File: src/hdl/rqs_pkg.sv
package rqs_pkg;

  localparam int DEPTH = 16;
  localparam int IDX_W = $clog2(DEPTH);
  localparam int CNT_W = IDX_W + 1;

  localparam logic [1:0] POL_FIFO = 2'd0;
  localparam logic [1:0] POL_SJF  = 2'd1;
  localparam logic [1:0] POL_PRIO = 2'd2;
  localparam logic [1:0] POL_RR   = 2'd3;

  localparam logic OP_ENQ  = 1'b0;
  localparam logic OP_DISP = 1'b1;

  localparam logic REG_POLICY  = 1'b0;
  localparam logic REG_QUANTUM = 1'b1;

  typedef struct packed {
    logic        op;
    logic [15:0] process_id;
    logic [7:0]  priority_req;
    logic [15:0] burst;
  } rqs_req_t;

  typedef struct packed {
    logic        granted;
    logic [15:0] chosen_id;
    logic [15:0] run_time;
    logic        preempted;
    logic        dropped;
    logic [4:0]  occupancy;
  } rqs_rsp_t;

  typedef struct packed {
    logic [15:0] id;
    logic [7:0]  prio;
    logic [15:0] rem;
  } slot_t;

  typedef struct packed {
    logic             valid;
    logic             first;
    logic [IDX_W-1:0] idx;
  } pick_ctl_t;

endpackage

File: src/hdl/rqs_slot_ram.sv
module rqs_slot_ram
  import rqs_pkg::*;
(
  input  logic             clk_i,
  input  logic             we_i,
  input  logic [IDX_W-1:0] waddr_i,
  input  slot_t            wdata_i,
  input  logic             re_i,
  input  logic [IDX_W-1:0] raddr_i,
  output slot_t            rdata_o
);

  slot_t mem [DEPTH];
  slot_t rdata_q;

  always_ff @(posedge clk_i) begin
    if (we_i) begin
      mem[waddr_i] <= wdata_i;
    end
  end

  always_ff @(posedge clk_i) begin
    if (re_i) begin
      rdata_q <= mem[raddr_i];
    end
  end

  assign rdata_o = rdata_q;

endmodule

File: src/hdl/rqs_picker.sv
module rqs_picker
  import rqs_pkg::*;
(
  input  logic             clk_i,
  input  pick_ctl_t        ctl_i,
  input  logic [1:0]       policy_i,
  input  slot_t            entry_i,
  output slot_t            best_o,
  output logic [IDX_W-1:0] best_idx_o
);

  slot_t            best_q, best_d;
  logic [IDX_W-1:0] best_idx_q, best_idx_d;
  logic [15:0]      key_new, key_best;
  logic             take;

  always_comb begin
    key_new  = 16'd0;
    key_best = 16'd0;
    case (policy_i)
      POL_SJF: begin
        key_new  = entry_i.rem;
        key_best = best_q.rem;
      end
      POL_PRIO: begin
        key_new  = {8'd0, entry_i.prio};
        key_best = {8'd0, best_q.prio};
      end
      default: begin
        key_new  = 16'd0;
        key_best = 16'd0;
      end
    endcase
    take       = ctl_i.valid && (ctl_i.first || (key_new < key_best));
    best_d     = take ? entry_i : best_q;
    best_idx_d = take ? ctl_i.idx : best_idx_q;
  end

  always_ff @(posedge clk_i) begin
    best_q     <= best_d;
    best_idx_q <= best_idx_d;
  end

  assign best_o     = best_q;
  assign best_idx_o = best_idx_q;

endmodule

File: src/hdl/ready_queue_scheduler.sv
// Ready queue of up to 16 jobs kept in arrival order. A request is taken when start is
// high and busy is low; its result shows on rsp_o for exactly one cycle with done_o
// high, and must be captured then. An enqueue, or a dispatch on an empty queue, is
// answered the next cycle and busy stays low. A dispatch on n queued jobs scans all n
// entries through the single read port of the slot memory, then shifts the m entries
// behind the chosen one down through the same port, then finishes; the result shows
// on rsp_o as busy falls. Policy and quantum are to be written by the user only while
// the block is idle; the block itself does not enforce this.
module ready_queue_scheduler
  import rqs_pkg::*;
(
  input  logic        clk_i,
  input  logic        rst_ni,
  input  logic        start,
  output logic        busy,
  input  rqs_req_t    req_i,
  output logic        done_o,
  output rqs_rsp_t    rsp_o,
  input  logic        cfg_we_i,
  input  logic        cfg_idx_i,
  input  logic [15:0] cfg_data_i
);

  localparam logic [1:0] ST_IDLE   = 2'd0;
  localparam logic [1:0] ST_SCAN   = 2'd1;
  localparam logic [1:0] ST_SHIFT  = 2'd2;
  localparam logic [1:0] ST_FINISH = 2'd3;

  logic [1:0]       state_q, state_d;
  logic [CNT_W-1:0] count_q, count_d;
  logic [CNT_W-1:0] rd_ptr_q, rd_ptr_d;
  logic             pend_q, pend_d;
  logic [IDX_W-1:0] pend_idx_q, pend_idx_d;
  logic [1:0]       policy_q;
  logic [15:0]      quantum_q;
  logic             done_q, done_d;
  rqs_rsp_t         rsp_q, rsp_d;

  logic             ram_we, ram_re;
  logic [IDX_W-1:0] ram_waddr, ram_raddr;
  slot_t            ram_wdata, ram_rdata;
  pick_ctl_t        pick_ctl;
  slot_t            best;
  logic [IDX_W-1:0] best_idx;
  logic [15:0]      q_eff;
  logic             accept;

  rqs_slot_ram u_ram (
    .clk_i   (clk_i),
    .we_i    (ram_we),
    .waddr_i (ram_waddr),
    .wdata_i (ram_wdata),
    .re_i    (ram_re),
    .raddr_i (ram_raddr),
    .rdata_o (ram_rdata)
  );

  rqs_picker u_picker (
    .clk_i      (clk_i),
    .ctl_i      (pick_ctl),
    .policy_i   (policy_q),
    .entry_i    (ram_rdata),
    .best_o     (best),
    .best_idx_o (best_idx)
  );

  assign busy   = (state_q != ST_IDLE);
  assign accept = start && !busy;
  assign q_eff  = (quantum_q == 16'd0) ? 16'd1 : quantum_q;

  always_comb begin
    pick_ctl.valid = pend_q && (state_q == ST_SCAN);
    pick_ctl.first = (pend_idx_q == '0);
    pick_ctl.idx   = pend_idx_q;
  end

  always_comb begin
    state_d    = state_q;
    count_d    = count_q;
    rd_ptr_d   = rd_ptr_q;
    pend_d     = 1'b0;
    pend_idx_d = pend_idx_q;
    done_d     = 1'b0;
    rsp_d      = rsp_q;
    ram_we     = 1'b0;
    ram_waddr  = '0;
    ram_wdata  = '0;
    ram_re     = 1'b0;
    ram_raddr  = rd_ptr_q[IDX_W-1:0];

    case (state_q)
      ST_IDLE: begin
        if (accept) begin
          rsp_d = '0;
          if (req_i.op == OP_ENQ) begin
            done_d = 1'b1;
            if (count_q == CNT_W'(DEPTH)) begin
              rsp_d.dropped = 1'b1;
            end else begin
              ram_we    = 1'b1;
              ram_waddr = count_q[IDX_W-1:0];
              ram_wdata = '{id: req_i.process_id, prio: req_i.priority_req,
                            rem: req_i.burst};
              count_d   = count_q + 1'b1;
            end
            rsp_d.occupancy = 5'(count_d);
          end else if (count_q == '0) begin
            done_d = 1'b1;
          end else begin
            rd_ptr_d = '0;
            state_d  = ST_SCAN;
          end
        end
      end
      ST_SCAN: begin
        if (rd_ptr_q < count_q) begin
          ram_re     = 1'b1;
          rd_ptr_d   = rd_ptr_q + 1'b1;
          pend_d     = 1'b1;
          pend_idx_d = rd_ptr_q[IDX_W-1:0];
        end else if (!pend_q) begin
          rd_ptr_d = {1'b0, best_idx} + 1'b1;
          state_d  = ST_SHIFT;
        end
      end
      ST_SHIFT: begin
        if (rd_ptr_q < count_q) begin
          ram_re     = 1'b1;
          rd_ptr_d   = rd_ptr_q + 1'b1;
          pend_d     = 1'b1;
          pend_idx_d = rd_ptr_q[IDX_W-1:0];
        end else if (!pend_q) begin
          state_d = ST_FINISH;
        end
        if (pend_q) begin
          ram_we    = 1'b1;
          ram_waddr = pend_idx_q - 1'b1;
          ram_wdata = ram_rdata;
        end
      end
      ST_FINISH: begin
        done_d          = 1'b1;
        rsp_d           = '0;
        rsp_d.granted   = 1'b1;
        rsp_d.chosen_id = best.id;
        state_d         = ST_IDLE;
        if (policy_q == POL_RR && best.rem > q_eff) begin
          rsp_d.run_time  = q_eff;
          rsp_d.preempted = 1'b1;
          ram_we          = 1'b1;
          ram_waddr       = count_q[IDX_W-1:0] - 1'b1;
          ram_wdata       = '{id: best.id, prio: best.prio, rem: best.rem - q_eff};
        end else begin
          rsp_d.run_time = best.rem;
          count_d        = count_q - 1'b1;
        end
        rsp_d.occupancy = 5'(count_d);
      end
      default: begin
        state_d = ST_IDLE;
      end
    endcase
  end

  always_ff @(posedge clk_i or negedge rst_ni) begin
    if (!rst_ni) begin
      state_q   <= ST_IDLE;
      count_q   <= '0;
      rd_ptr_q  <= '0;
      pend_q    <= 1'b0;
      done_q    <= 1'b0;
      policy_q  <= POL_FIFO;
      quantum_q <= 16'd1;
    end else begin
      state_q  <= state_d;
      count_q  <= count_d;
      rd_ptr_q <= rd_ptr_d;
      pend_q   <= pend_d;
      done_q   <= done_d;
      if (cfg_we_i) begin
        case (cfg_idx_i)
          REG_POLICY:  policy_q  <= cfg_data_i[1:0];
          REG_QUANTUM: quantum_q <= cfg_data_i;
          default:     ;
        endcase
      end
    end
  end

  always_ff @(posedge clk_i) begin
    pend_idx_q <= pend_idx_d;
    rsp_q      <= rsp_d;
  end

  assign done_o = done_q;
  assign rsp_o  = rsp_q;

  a_count_bound: assert property (@(posedge clk_i) disable iff (!rst_ni)
    count_q <= CNT_W'(DEPTH))
    else $error("job count above depth");

  a_scan_nonempty: assert property (@(posedge clk_i) disable iff (!rst_ni)
    (state_q == ST_SCAN) |-> (count_q != '0))
    else $error("scan on empty queue");

  a_grant_drop: assert property (@(posedge clk_i) disable iff (!rst_ni)
    done_q |-> !(rsp_q.granted && rsp_q.dropped))
    else $error("request both granted and dropped");

  a_preempt_rr: assert property (@(posedge clk_i) disable iff (!rst_ni)
    (done_q && rsp_q.preempted) |-> (rsp_q.granted && policy_q == POL_RR))
    else $error("preemption outside round robin");

  a_dispatch_busy: assert property (@(posedge clk_i) disable iff (!rst_ni)
    (accept && req_i.op == OP_DISP && count_q != '0) |=> (busy && !done_q))
    else $error("dispatch did not start scan");

endmodule
File: config.mk
export PLATFORM = sky130hd
export DESIGN_NAME = ready_queue_scheduler
export DESIGN_NICKNAME = d
export VERILOG_FILES = /design/src/hdl/rqs_pkg.sv /design/src/hdl/rqs_slot_ram.sv /design/src/hdl/rqs_picker.sv /design/src/hdl/ready_queue_scheduler.sv
export SDC_FILE = /design/constraint.sdc
export NUM_CORES = 1
export LEC_CHECK = 0
export ABC_CLOCK_PERIOD_IN_PS = 21600
export BUFFER_PORTS_ARGS = -buffer_cell sky130_fd_sc_hd__buf_2
export CAP_MARGIN = 20
export CORE_ASPECT_RATIO = 1.1
export CORE_MARGIN = 1.5
export CORE_UTILIZATION = 35
export DETAILED_ROUTE_END_ITERATION = 16
export GPL_ROUTABILITY_DRIVEN = 0
export PLACE_DENSITY = 0.61
export SYNTH_ARGS = -nofsm -noshare
export SYNTH_HDL_FRONTEND = slang
export SYNTH_SLANG_ARGS = --single-unit
File: constraint.sdc
create_clock -name clk_i -period 21.6 [get_ports clk_i]
set_input_delay 4.32 -clock clk_i [delete_from_list [all_inputs] [get_ports clk_i]]
set_output_delay 4.32 -clock clk_i [all_outputs]
set_load 0.05 [all_outputs]
==> results of run 1 <==
==> final cells by class <==
type	count	area, um2
Clock inverter	48	505
Tap cell	1249	1560
Inverter	45	169
Clock buffer	88	1970
Timing Repair Buffer	143	848
Multi-Input combinational cell	988	8630
Sequential cell	800	23900
Fill cell	8288	55400
==> layer usage <==
metal	GRT usage (%)	up-vias	wire (um)
met1	24.3	9672	35200
met3	2.19	136	6120
met4	5.80	0	2260
met5	0	-	0
li1	-	8084	-
met2	28.6	798	41600
==> registers in the layout, summed over array words and instances (netlist names), 4 cells and up <==
register / cells
rsp_o: 40
quantum_q: 16
u_ram.rdata_o: 40
rd_ptr_q: 5
u_picker.best_o: 40
pend_idx_q: 4
u_picker.best_idx_o: 4
u_ram.mem: 640
count_q: 5
==> how the worst max path moves through the flow <==
| stage | endpoint | slack [ns] | depth (start not counted) |
|---|---|---|---|
| 6_report | u_ram.mem[11][21] | 14.45 | 10 |
| 5_1_grt | u_ram.mem[11][20] | 14.32 | 10 |
| 4_1_cts | u_ram.mem[11][21] | 14.56 | 10 |
| 3_5_place_dp | u_ram.mem[11][21] | 13.90 | 10 |
| 3_3_place_gp | u_ram.mem[11][21] | 14.01 | 10 |
| 2_1_floorplan | u_ram.mem[11][0] | 11.58 | 8 |
==> through the flow <==
step                      setup WS (ns)  hold WS (ns)  cell area, um2  util [%]
after detailed placement          13.90         0.438           35000      37.7
final                             14.45         0.456           37600      40.4
after global routing              14.32         0.466           37600      40.4
after CTS                         14.56         0.453           37500      40.4
after global placement            14.01         0.438           35000      37.7
after floorplan                   11.58         0.427           33000         -
==> cell families after synthesis <==
family,synth area share [%]
AO/OA/AOI/OAI,8.19
XOR/XNOR,0.505
adder cells (fa/ha/maj),2.00
buffers and inverters,1.81
flip-flops,72.4
multiplexers,10.9
AND/OR/NAND/NOR,4.24
==> power by group <==
| part | internal, W | switching, W |
|---|---|---|
| sequential | 0.00213 | 0.000140 |
| clock | 0.000775 | 0.000571 |
| combinational | 0.000433 | 0.000945 |
| total | 0.00334 | 0.00166 |
==> layout by cell type, fill, tap and decap left out, drive strengths merged, types with 15 or more instances in the layout <==
cell / n
edfxtp: 768
and2: 30
a22oi: 74
mux2i: 161
nor3: 18
mux2: 16
nor2: 46
clkbuf: 88
buf: 143
dfrtp: 31
a21oi: 56
nand3: 15
inv: 48
a221oi: 82
o21ai: 56
mux4: 80
ha: 51
nand2: 132
clkinv: 32
a222oi: 19
==> out/results.ini, run 1 <==
[drt]
routed_wirelength_um = 85100
drt-initial-drc-count = 2063
drcViolationCount = 0
viasPerCell = 5.56
vias = 18700
first_pass_iters = 6
wl_per_cell_um = 25.3
final_antenna_net_count = 0

[power_and_ir_drop]
power_w = 0.00499
ir_worst_vdd_v = 0.000132
cellLeakagePower_nw = 12.5
power.density_nw_per_um2 = 133

[worst_setup_path]
slowest_stage = buf_4
cp_cell_sequence = buf_2 -> nand2_1 -> or2_2 -> a21oi_4 -> buf_4 -> a21oi_1 -> o31ai_1 -> nand2_1 -> nor4_2 -> buf_4
path_class = primary input to register
r2r-start = quantum_q[8]
required_ns = 21.84
worstPathArrival_ns = 7.39
r2r_end = u_ram.mem[0][21]
critical_path_buf_inv_count = 3
crit_start = start
startpoint_type = primary input
max_stage_delay_ns = 0.77
rrSetupSlack_ns = 15.31
reg2reg_depth = 17
endpoint_kind = register
cpLargestDelayFamily = buffers and inverters
cp_max_fo = 42

[placement]
dp_hpwl_um = 45700
portBuffers = 103
placed_cells = 3221

[cts]
htree_levels = 3
cts_sinks = 800
hold_buffers = 0
clk-insertion-delay-late_ns = 0.63
tritoncts = done
cts_buffer_depth = 3
clockRootBuffer = clkbuf_16
cts_resized = 0
postCtsSetupRepairBufs = 0
clk_pin_slew_ns = 0.06
numCtsBuffers = 77

[global_route]
grt_pass1_vias = 18400
grt_pass1_wl_um = 124000
grt.total_usage_pct = 17.5
antenna_found_initial = 1
grt_overflow = 0
grt_max_degree = 120

[sta]
period_needed_ns = 7.15
max_freq_ghz = 0.140
setup_viol = 0
post-route-period-util_pct = 33.1
finalHoldViolCount = 0
setup_tns_ns = 0
tightestPinTransition_ns = 1.11
relSlewSlack_pct = 25.7
skew_ns = 0.0193
drv_slew = 0
rsz0062_at_grt = false

[worst_hold_path]
min_path_type = register to register
min_from = u_ram.rdata_o[29]
min_path_cells = 0
min_to = u_picker.best_o[29]

[yosys]
ys_ff_latch = 800
synth_commonest_cells = edfxtp_1, mux2i_1, nand2_1, a221oi_1, mux4_2
syn_inst = 1939
async_flop_share_pct = 4.00
synth.most_common_cell = edfxtp_1
synth_cell_types = 73
synth_area_um2 = 33000
synth_area_leader_cell = edfxtp_1
yosys_warnings = 0
synth_edf_count = 768
avgSynthCellArea_um2 = 17.0
ys_top_cells_by_area = edfxtp_1, mux4_2, mux2i_1
synth_top_area_share_pct = 69.9
synth_seq_area_share_pct = 72.4
synth_ff_type = edfxtp_1
syn_nets = 2053

[layout]
finalNonFillerCells = 3361
area_growth_pct = 13.9
drive_above_1_share_pct = 18.9
final_nets = 2169
n_antenna_cell = 0

[die]
core_area_um2 = 93000
initial_core_util_pct = 35.5
io_pins = 104
rows = 117
die_area_um2 = 96100
die_w_um = 296
die_y_um = 325

[run]
max_cap_viol_count = 0

[status]
status = complete, no violations

(Power assumes the default switching activity.)
==> run 2: changes to the inputs <==
--- a/config.mk
+++ b/config.mk
@@ -5,7 +5,7 @@
 export SDC_FILE = /design/constraint.sdc
 export NUM_CORES = 1
 export LEC_CHECK = 0
-export ABC_CLOCK_PERIOD_IN_PS = 21600
+export ABC_CLOCK_PERIOD_IN_PS = 5850
 export BUFFER_PORTS_ARGS = -buffer_cell sky130_fd_sc_hd__buf_2
 export CAP_MARGIN = 20
 export CORE_ASPECT_RATIO = 1.1
@@ -13,7 +13,7 @@
 export CORE_UTILIZATION = 35
 export DETAILED_ROUTE_END_ITERATION = 16
 export GPL_ROUTABILITY_DRIVEN = 0
-export PLACE_DENSITY = 0.61
+export PLACE_DENSITY = 0.63
 export SYNTH_ARGS = -nofsm -noshare
 export SYNTH_HDL_FRONTEND = slang
 export SYNTH_SLANG_ARGS = --single-unit
==> constraint.sdc (replaced) <==
create_clock -name clk_i -period 5.85 [get_ports clk_i]
set_input_delay 1.17 -clock clk_i [delete_from_list [all_inputs] [get_ports clk_i]]
set_output_delay 1.17 -clock clk_i [all_outputs]
set_load 0.05 [all_outputs]
==> out/results.ini, run 2 (synthesis gave the netlist of run 1 again) <==
[power_and_ir_drop]
ir_worst_vdd_v = 0.000363  ; +170%
power.density_nw_per_um2 = 485  ; +260%
cellLeakagePower_nw = 12.6  ; +0.79%

[worst_setup_path]
max_stage_delay_ns = 0.52  ; -0.25 ns
critical_path_buf_inv_count = 3  ; unchanged
cp_cell_sequence = nor4_1 -> a41o_1 -> ha_1 -> inv_1 -> fa_1 -> nand3_1 -> a21oi_2 -> a211oi_4 -> o21ai_1 -> nand2_1 -> inv_2 -> ha_1 -> nand2_1 -> o221ai_1 -> or3_1 -> a211oi_4 -> buf_12
r2r-start = quantum_q[8]
reg2reg_depth = 17  ; unchanged
cpLargestDelayFamily = compound AO/OA/AOI/OAI gates
slowest_stage = or3_1
required_ns = 6.13  ; -15.71 ns
path_class = register to register
endpoint_kind = register
cp_max_fo = 40  ; -4.8%
rrSetupSlack_ns = 0.72  ; -14.59 ns
r2r_end = u_ram.mem[0][28]
worstPathArrival_ns = 5.41  ; -1.98 ns
startpoint_type = register

[cts]
htree_levels = 3  ; unchanged
cts_buffer_depth = 3  ; unchanged
hold_buffers = 0  ; unchanged
clk_pin_slew_ns = 0.06  ; about the same
clk-insertion-delay-late_ns = 0.62  ; about the same
clockRootBuffer = clkbuf_16
numCtsBuffers = 77  ; unchanged
cts_resized = 0  ; unchanged
cts_sinks = 800  ; unchanged
postCtsSetupRepairBufs = 0  ; unchanged
tritoncts = done

[global_route]
grt_overflow = 0  ; unchanged
grt.total_usage_pct = 16.5  ; -1.0 points
antenna_found_initial = 0  ; -1
grt_pass1_vias = 18300  ; -0.54%
grt_max_degree = 121  ; +0.83%
grt_pass1_wl_um = 119000  ; -3.9%

[layout]
fill_cells = 8271  ; -0.21%
finalNonFillerCells = 3376  ; +0.45%
design_area_um2 = 37800  ; +0.69%
largest_register_ffs = 640  ; unchanged
final_nets = 2182  ; +0.60%
final_util_pct = 40.7  ; +0.28 points
layout_common_cells = edfxtp_1, mux2i_1, nand2_1
drive_above_1_share_pct = 19.5  ; +0.62 points
final_common_cell = edfxtp_1
n_antenna_cell = 0  ; unchanged
top_register = u_ram.mem
area_growth_pct = 14.7

[placement]
placed_cells = 3221  ; unchanged
portBuffers = 103  ; unchanged
post-place-ws_ns = 0.708  ; -13.20 ns
dp_hpwl_um = 46300  ; +1.2%
placed_cell_area_um2 = 35200  ; +0.52%

[sta]
tightestPinTransition_ns = 1.14  ; +0.0242 ns
relSlewSlack_pct = 24.0  ; -1.7 points
setup_viol = 0  ; unchanged
rsz0062_at_grt = false
period_needed_ns = 5.13
skew_ns = 0.0203  ; +0.00102 ns
max_freq_ghz = 0.195
post-route-period-util_pct = 87.7
finalHoldViolCount = 0  ; unchanged
drv_slew = 0  ; unchanged
setup_tns_ns = 0  ; unchanged
finalWorstSetupSlack_ns = 0.718  ; -13.73 ns

[die]
rows = 117  ; unchanged
core_area_um2 = 93000  ; unchanged
die_area_um2 = 96100  ; unchanged
die_y_um = 325  ; unchanged
initial_core_util_pct = 35.5  ; unchanged
io_pins = 104  ; unchanged
die_w_um = 296  ; unchanged

[worst_hold_path]
min_path_type = register to register
min_from = u_ram.rdata_o[26]
min_path_cells = 0  ; unchanged
min_to = u_picker.best_o[26]

[drt]
first_pass_iters = 6  ; unchanged
wl_per_cell_um = 23.9  ; -5.6%
viasPerCell = 5.43  ; -2.3%
drt-initial-drc-count = 1771  ; -14%
routed_wirelength_um = 80700  ; -5.2%
drcViolationCount = 0  ; unchanged
vias = 18300  ; -1.9%
final_antenna_net_count = 0  ; unchanged

[status]
status = complete, no violations

[run]
max_cap_viol_count = 0  ; unchanged

run 2: changes by cell type in the layout (fill, tap and decap cells not counted), moves of 4 or more:
| cell | change |
|---|---|
| buf_12 | +12 |
| bufinv_16 | -4 |
| nor3_2 | -4 |
| nor3_4 | +4 |
run 2: how the worst max path moves through the flow:
| stage | from | slack, ns | to | cells past startpoint |
|---|---|---|---|---|
| finish | quantum_q[8] | 0.72 | u_ram.mem[0][28] | 17 |
| global route | quantum_q[8] | 0.53 | u_ram.mem[0][28] | 17 |
| CTS | quantum_q[8] | 0.68 | u_ram.mem[0][35] | 17 |
| detailed placement | quantum_q[8] | 0.71 | u_ram.mem[0][6] | 17 |
| global placement | quantum_q[8] | 0.86 | u_ram.mem[0][6] | 17 |
| floorplan | quantum_q[14] | -0.66 | u_ram.mem[12][0] | 17 |
run 2: power by group:
group	internal [W]	switching [W]
sequential	0.00785	0.000568
clock	0.00275	0.00211
combinational	0.00167	0.00340
run 2: metrics by stage:
stage                     hold slack, ns  power (W)
after floorplan                    0.427     0.0118
after global placement             0.436     0.0134
after detailed placement           0.437     0.0135
after CTS                          0.450     0.0184
after global routing               0.460     0.0191
final                              0.452     0.0183
run 2: final cells by class:
class | instances | area [um2] | area share, %
multi-input combinational | 988 | 8670 | 22.9
clock inverter | 48 | 428 | 1.13
clock buffer | 90 | 2020 | 5.34
sequential | 800 | 23900 | 63.1
tap | 1249 | 1560 | 4.13
inverter | 45 | 169 | 0.447
timing repair buffer | 156 | 1100 | 2.91
run 2: metal layers:
metal  part of all wire [%]  track usage, %  vias up
met1                     41            21.8     9440
li1                       -               -     8112
met4                    2.2            4.57        0
met2                     51            28.2      668
met5                      0               0        -
met3                    6.1            2.45      123
